--- src/design/q15a_pkg.sv ---
// Shared types, constants and the restoring-division step for the Q15 ALU.
`timescale 1ns / 1ps

package q15a_pkg;

    localparam int WordW         = 16;
    localparam int FracW         = 15;
    localparam int DivStages     = 8;
    localparam int StepsPerStage = WordW / DivStages;

    localparam logic signed [WordW-1:0] Q15Max = 16'sh7fff;
    localparam logic signed [WordW-1:0] Q15Min = 16'sh8000;

    typedef enum logic [1:0] {
        CMD_ADD = 2'd0,
        CMD_SUB = 2'd1,
        CMD_MUL = 2'd2,
        CMD_DIV = 2'd3
    } cmd_t;

    // One item in flight; divider fields are ignored for other commands.
    typedef struct packed {
        cmd_t                      cmd;
        logic signed [WordW:0]     sum;
        logic signed [2*WordW-1:0] prod;
        logic                      div_zero;
        logic                      a_zero;
        logic                      a_neg;
        logic                      q_neg;
        logic                      ovf;
        logic [WordW-1:0]          divisor;
        logic [WordW-1:0]          rem;
        logic [WordW-1:0]          lo;
        logic [WordW-1:0]          quo;
    } pipe_t;

    typedef struct packed {
        logic             qbit;
        logic [WordW-1:0] rem;
    } step_t;

    // One restoring step: shift in a dividend bit, subtract if it fits.
    function automatic step_t div_step(logic [WordW-1:0] rem, logic [WordW-1:0] divisor,
                                       logic bit_in);
        logic [WordW:0] trial;
        step_t          res;
        trial = {rem, bit_in};
        if (trial >= {1'b0, divisor})
        begin
            res.qbit = 1'b1;
            res.rem  = WordW'(trial - {1'b0, divisor});
        end
        else
        begin
            res.qbit = 1'b0;
            res.rem  = trial[WordW-1:0];
        end
        return res;
    endfunction

endpackage

--- src/design/q15_saturating_alu_top.sv ---
// Top level of the pipelined Q15 saturating ALU (add, subtract, multiply, divide).
`timescale 1ns / 1ps

// Channel   Handshake              Payload
// request   req_valid / req_ready  command[1:0], operand_a[15:0], operand_b[15:0]
// response  rsp_valid / rsp_ready  result[15:0]
//
// Every command flows through the same ten register stages: one input stage
// (operand magnitudes, add/subtract, 16x16 product), eight divider stages of two
// restoring steps each, and one output stage (rescale, saturate, select).
// One beat is accepted per cycle while the output register is empty or the response side takes.
// Reset clears only the stage valid bits; payload registers are not reset.
// A stall on the response side freezes the whole pipeline at once, so no beat
// is lost or repeated; req_ready follows rsp_ready when the output holds a beat.

module q15_saturating_alu_top (
    input  logic                              clk,
    input  logic                              rst_n,
    input  logic                              req_valid,
    output logic                              req_ready,
    input  logic [1:0]                        command,
    input  logic signed [q15a_pkg::WordW-1:0] operand_a,
    input  logic signed [q15a_pkg::WordW-1:0] operand_b,
    output logic                              rsp_valid,
    input  logic                              rsp_ready,
    output logic signed [q15a_pkg::WordW-1:0] result
);

    // Advance every stage when the output register is empty or being drained.
    logic advance;

    // Stage links: index 0 is the input stage, the last one feeds the output stage.
    logic            stage_valid [q15a_pkg::DivStages+1];
    q15a_pkg::pipe_t stage_pipe  [q15a_pkg::DivStages+1];

    assign advance   = !rsp_valid || rsp_ready;
    assign req_ready = advance;

    q15a_front u_front (
        .clk       (clk),
        .rst_n     (rst_n),
        .advance   (advance),
        .in_valid  (req_valid),
        .command   (command),
        .operand_a (operand_a),
        .operand_b (operand_b),
        .out_valid (stage_valid[0]),
        .out_pipe  (stage_pipe[0])
    );

    // Divider chain: each stage retires two quotient bits.
    for (genvar s = 0; s < q15a_pkg::DivStages; s++)
    begin : g_div
        q15a_div_stage u_stage (
            .clk       (clk),
            .rst_n     (rst_n),
            .advance   (advance),
            .in_valid  (stage_valid[s]),
            .in_pipe   (stage_pipe[s]),
            .out_valid (stage_valid[s+1]),
            .out_pipe  (stage_pipe[s+1])
        );
    end

    q15a_back u_back (
        .clk        (clk),
        .rst_n      (rst_n),
        .advance    (advance),
        .in_valid   (stage_valid[q15a_pkg::DivStages]),
        .in_pipe    (stage_pipe[q15a_pkg::DivStages]),
        .out_valid  (rsp_valid),
        .out_result (result)
    );

endmodule

--- src/design/q15a_front.sv ---
// Input stage: operand magnitudes, add/subtract, product and divider setup.
`timescale 1ns / 1ps

module q15a_front (
    input  logic                              clk,
    input  logic                              rst_n,
    input  logic                              advance,
    input  logic                              in_valid,
    input  logic [1:0]                        command,
    input  logic signed [q15a_pkg::WordW-1:0] operand_a,
    input  logic signed [q15a_pkg::WordW-1:0] operand_b,
    output logic                              out_valid,
    output q15a_pkg::pipe_t                   out_pipe
);

    logic            valid_reg;
    q15a_pkg::pipe_t pipe_reg;
    q15a_pkg::pipe_t pipe_next;

    logic [q15a_pkg::WordW-1:0] a_mag;
    logic [q15a_pkg::WordW-1:0] b_mag;

    always_comb
    begin
        a_mag = operand_a[q15a_pkg::WordW-1] ? q15a_pkg::WordW'(~operand_a + 1'b1)
                                             : operand_a;
        b_mag = operand_b[q15a_pkg::WordW-1] ? q15a_pkg::WordW'(~operand_b + 1'b1)
                                             : operand_b;

        pipe_next.cmd = q15a_pkg::cmd_t'(command);
        if (q15a_pkg::cmd_t'(command) == q15a_pkg::CMD_SUB)
            pipe_next.sum = {operand_a[q15a_pkg::WordW-1], operand_a}
                          - {operand_b[q15a_pkg::WordW-1], operand_b};
        else
            pipe_next.sum = {operand_a[q15a_pkg::WordW-1], operand_a}
                          + {operand_b[q15a_pkg::WordW-1], operand_b};
        pipe_next.prod = (2*q15a_pkg::WordW)'(operand_a) * (2*q15a_pkg::WordW)'(operand_b);

        pipe_next.div_zero = (operand_b == '0);
        pipe_next.a_zero   = (operand_a == '0);
        pipe_next.a_neg    = operand_a[q15a_pkg::WordW-1];
        pipe_next.q_neg    = operand_a[q15a_pkg::WordW-1] ^ operand_b[q15a_pkg::WordW-1];
        // Quotient reaches 2^16 exactly when |a| >= 2|b|.
        pipe_next.ovf      = ({1'b0, a_mag} >= {b_mag, 1'b0});
        pipe_next.divisor  = b_mag;
        // Dividend |a| << 15: high part seeds the remainder, low bit leads the rest.
        pipe_next.rem      = a_mag >> 1;
        pipe_next.lo       = {a_mag[0], {(q15a_pkg::WordW-1){1'b0}}};
        pipe_next.quo      = '0;
    end

    always_ff @(posedge clk or negedge rst_n)
    begin
        if (!rst_n)
            valid_reg <= 1'b0;
        else if (advance)
            valid_reg <= in_valid;
    end

    always_ff @(posedge clk)
    begin
        if (advance)
            pipe_reg <= pipe_next;
    end

    assign out_valid = valid_reg;
    assign out_pipe  = pipe_reg;

endmodule

--- src/design/q15a_div_stage.sv ---
// Divider pipeline stage: a fixed number of restoring steps, other fields ride along.
`timescale 1ns / 1ps

module q15a_div_stage (
    input  logic            clk,
    input  logic            rst_n,
    input  logic            advance,
    input  logic            in_valid,
    input  q15a_pkg::pipe_t in_pipe,
    output logic            out_valid,
    output q15a_pkg::pipe_t out_pipe
);

    logic            valid_reg;
    q15a_pkg::pipe_t pipe_reg;
    q15a_pkg::pipe_t pipe_next;

    always_comb
    begin
        q15a_pkg::step_t st;
        pipe_next = in_pipe;
        for (int i = 0; i < q15a_pkg::StepsPerStage; i++)
        begin
            st = q15a_pkg::div_step(pipe_next.rem, pipe_next.divisor,
                                    pipe_next.lo[q15a_pkg::WordW-1]);
            pipe_next.rem = st.rem;
            pipe_next.lo  = {pipe_next.lo[q15a_pkg::WordW-2:0], 1'b0};
            pipe_next.quo = {pipe_next.quo[q15a_pkg::WordW-2:0], st.qbit};
        end
    end

    always_ff @(posedge clk or negedge rst_n)
    begin
        if (!rst_n)
            valid_reg <= 1'b0;
        else if (advance)
            valid_reg <= in_valid;
    end

    always_ff @(posedge clk)
    begin
        if (advance)
            pipe_reg <= pipe_next;
    end

    assign out_valid = valid_reg;
    assign out_pipe  = pipe_reg;

endmodule

--- src/design/q15a_back.sv ---
// Output stage: rescale the product, saturate and pick the result per command.
`timescale 1ns / 1ps

module q15a_back (
    input  logic                              clk,
    input  logic                              rst_n,
    input  logic                              advance,
    input  logic                              in_valid,
    input  q15a_pkg::pipe_t                   in_pipe,
    output logic                              out_valid,
    output logic signed [q15a_pkg::WordW-1:0] out_result
);

    logic                              valid_reg;
    logic signed [q15a_pkg::WordW-1:0] result_reg;
    logic signed [q15a_pkg::WordW-1:0] result_next;

    logic signed [2*q15a_pkg::WordW-1:0] shifted;
    logic signed [q15a_pkg::WordW-1:0]   sum_sat;
    logic signed [q15a_pkg::WordW-1:0]   mul_sat;
    logic signed [q15a_pkg::WordW-1:0]   div_res;

    always_comb
    begin
        if (in_pipe.sum > $signed({q15a_pkg::Q15Max[q15a_pkg::WordW-1], q15a_pkg::Q15Max}))
            sum_sat = q15a_pkg::Q15Max;
        else if (in_pipe.sum < $signed({q15a_pkg::Q15Min[q15a_pkg::WordW-1],
                                        q15a_pkg::Q15Min}))
            sum_sat = q15a_pkg::Q15Min;
        else
            sum_sat = in_pipe.sum[q15a_pkg::WordW-1:0];

        // Arithmetic shift floors toward minus infinity.
        shifted = in_pipe.prod >>> q15a_pkg::FracW;
        if (shifted > 32'(q15a_pkg::Q15Max))
            mul_sat = q15a_pkg::Q15Max;
        else if (shifted < 32'(q15a_pkg::Q15Min))
            mul_sat = q15a_pkg::Q15Min;
        else
            mul_sat = shifted[q15a_pkg::WordW-1:0];

        if (in_pipe.div_zero)
        begin
            if (in_pipe.a_zero)
                div_res = '0;
            else
                div_res = in_pipe.a_neg ? q15a_pkg::Q15Min : q15a_pkg::Q15Max;
        end
        else if (in_pipe.ovf || in_pipe.quo[q15a_pkg::WordW-1])
            // Magnitude of 32768 or more: only the negative side holds 32768 exactly.
            div_res = in_pipe.q_neg ? q15a_pkg::Q15Min : q15a_pkg::Q15Max;
        else
            div_res = in_pipe.q_neg ? q15a_pkg::WordW'(~in_pipe.quo + 1'b1) : in_pipe.quo;

        case (in_pipe.cmd) inside
            q15a_pkg::CMD_ADD,
            q15a_pkg::CMD_SUB: result_next = sum_sat;
            q15a_pkg::CMD_MUL: result_next = mul_sat;
            default:           result_next = div_res;
        endcase
    end

    always_ff @(posedge clk or negedge rst_n)
    begin
        if (!rst_n)
            valid_reg <= 1'b0;
        else if (advance)
            valid_reg <= in_valid;
    end

    always_ff @(posedge clk)
    begin
        if (advance)
            result_reg <= result_next;
    end

    assign out_valid  = valid_reg;
    assign out_result = result_reg;

endmodule
--- config.mk ---
export PLATFORM = sky130hd
export DESIGN_NAME = q15_saturating_alu_top
export DESIGN_NICKNAME = d
export VERILOG_FILES = /design/src/design/q15a_pkg.sv /design/src/design/q15_saturating_alu_top.sv /design/src/design/q15a_front.sv /design/src/design/q15a_div_stage.sv /design/src/design/q15a_back.sv
export SDC_FILE = /design/constraint.sdc
export NUM_CORES = 2
export LEC_CHECK = 0
export ABC_AREA = 0
export BUFFER_PORTS_ARGS = -buffer_cell sky130_fd_sc_hd__buf_2
export CORE_ASPECT_RATIO = 2
export CORE_UTILIZATION = 44
export CTS_CLUSTER_SIZE = 20
export DETAILED_ROUTE_END_ITERATION = 16
export HOLD_SLACK_MARGIN = 0.02
export RECOVER_POWER = 25
export SYNTH_ARGS = -nofsm -noshare
export SYNTH_HDL_FRONTEND = slang
export SYNTH_HIERARCHICAL = 1
export SYNTH_SLANG_ARGS = --single-unit
--- constraint.sdc ---
create_clock -name clk -period 49.7 [get_ports clk]
set_input_delay 9.94 -clock clk [delete_from_list [all_inputs] [get_ports clk]]
set_output_delay 9.94 -clock clk [all_outputs]
set_load 0.01 [all_outputs]
==> impl_results.md <==
- Fillers: 10600
- Post-CTS setup buffers: 0
- CP Max Fanout: 35
- Area of the multi-input gates: 0.0262 mm^2
- Most used cell, CP: buf_2
- Slowest CP cell: nand2b_4
- CTS tree: yes
- Initial antenna violation count: 2
- Worst Path Class, Setup: in -> out
- Via count: 33900
- Highest clock rate: 0.0483 GHz
- Hold crit path type: reg -> reg
- Critical Path Sink Type: output pin
- Seq. cell area: 0.0233 mm^2
- Skew final: 0.0273 ns
- Crit-path cells: buf_2, nand2b_4, buf_2
- Area Growth Syn to Fin: 7.52%
- Crit path from: rsp_ready
- Bufs on Longest Clock Path: 3
- Gr usage total: 0.214
- Die Height: 489 um
- CP endpoint: req_ready
- Min Tclk post-route: 20.69 ns
- Max incr delay on CP: 0.47 ns
- Initial Util: 0.444
- Routability Congestion: 0.939
- Worst EP required: 39.76 ns
- Post-cts resize count: 0
- Number of core rows: 178
- Fin nets: 5221
- Routed Antenna Nets: 0
- Clk_lat worst skew: 0.66 ns
- Arrival time worst endpoint: 10.75 ns
- Starting DRT DRC Count: 1718
- Clock sinks: 779
- Status: finished, violations left
- Pre-antenna DRT Iters: 5
- Clock root buffer: clkbuf_16
- Full die area: 0.120 mm^2
- Chip width: 246 um
- Post-CTS Hold Buffers: 0
- # DRC: 0
- Worst Max-Slew Pin Slew: 1.53 ns
- Reg2Reg Depth: 17
- Worst r2r src: g_div[2].u_stage/out_pipe[49]
- Setup crit start kind: primary input
- Vias in the first global route: 36000
- H-tree levels: 3
- Largest net degree at the start of global routing: 200
- Fin crit share: 0.416
- HPWL Detailed: 99400 um
- # setup viols final: 0
- Synth Instances: 4521
- WL/cell: 21.0 um
- Core Region: 0.118 mm^2
- Io pins: 56
- Worst slew margin: -0.0331
- Max Cap Viol: 1
- CTS buffer count: 68
- Violated checks: capacitance limit, slew limit
- Clk slew on worst S/H paths: 0.07 ns
- Via density: 5.54
- GR Overflow Total: 0
- R2r endpoint: g_div[3].u_stage/out_pipe[40]
- Final hold viol count: 0
- Synth Cell Area: 0.0523 mm^2
- R2R Setup Slk: 43.82 ns
- Avg Cell Area, Syn: 11.6 um^2
- Synth warnings: 6
- Share of layout cells above drive strength 1: 0.0914
- Post-route setup TNS: 0 ns
- First-pass GRT wire length: 195000 um
- Number of port buffers: 55
- WL final: 128000 um
- Slew Limit Fails: 2
- RSZ-0062 raised after global routing: false
-- worst min path at each step --
stage	start	to	depth (start not counted)
6_report	g_div[4].u_stage/out_pipe[119]	g_div[5].u_stage/out_pipe[119]	0
5_1_grt	g_div[2].u_stage/out_pipe[117]	g_div[3].u_stage/out_pipe[117]	0
4_1_cts	g_div[5].u_stage/out_pipe[28]	g_div[6].u_stage/out_pipe[30]	0
3_5_place_dp	g_div[0].u_stage/out_pipe[109]	g_div[1].u_stage/out_pipe[109]	0
3_3_place_gp	g_div[0].u_stage/out_pipe[28]	g_div[1].u_stage/out_pipe[30]	0
2_1_floorplan	u_front/out_pipe[100]	g_div[0].u_stage/out_pipe[100]	0
-- per-layer routing --
layer	share of wire	up-vias	global-route usage
met5	0	-	0
met4	0.085	0	0.173
met3	0.030	414	0.0254
met2	0.58	813	0.440
met1	0.30	16600	0.174
li1	-	16000	-
-- stage by stage --
step / utilization / setup WS (ns) / area (um^2) / hold slack (ns) / instances
after floorplan: - / 11.22 / 52300 / 0.400 / 4536
after global placement: 0.458 / 29.00 / 54000 / 0.400 / 5991
after detailed placement: 0.458 / 29.00 / 54000 / 0.405 / 5991
after CTS: 0.477 / 28.99 / 56200 / 0.401 / 6114
after global routing: 0.477 / 28.94 / 56200 / 0.415 / 6116
final: 0.477 / 29.01 / 56200 / 0.401 / 6116
-- critical path, delay by kind of cell --
kind | cells | cell delay (ns)
buffers and inverters | 2 | 0.32
AND/OR/NAND/NOR | 1 | 0.47
-- placed cells by master, fill, tap and decap left out, drive strengths merged, types with 40 or more instances in the layout --
cell type	n
edfxtp	769
inv	572
ha	374
nand2	281
fa	278
a21oi	252
nor2	237
xnor2	177
o21ai	168
mux2	156
and2	123
a21o	93
nand3	91
nor3	87
clkbuf	79
buf	72
o21a	69
xor2	62
o211ai	42
a211oi	40
-- state kept, by name, indices dropped and copies added, names as in the netlist --
| name | flops |
|---|---|
| g_div.u_stage/out_pipe | 680 |
| u_back/out_result | 16 |
| u_front/out_valid | 1 |
| u_back/out_valid | 1 |
| u_front/out_pipe | 73 |
| g_div.u_stage/out_valid | 8 |
-- layout make-up --
cell class,count,area share
Antenna cell,2,0.0000890
Clock buffer,79,0.0314
Clock inverter,44,0.00839
Inverter,566,0.0378
Multi-Input combinational cell,3044,0.466
Sequential cell,779,0.415
Tap cell,1530,0.0341
Timing Repair Buffer,72,0.00739
Power is left out: the tool's default activity adds up to more than one toggle a clock period on the data nets, which glitch-free logic cannot reach.
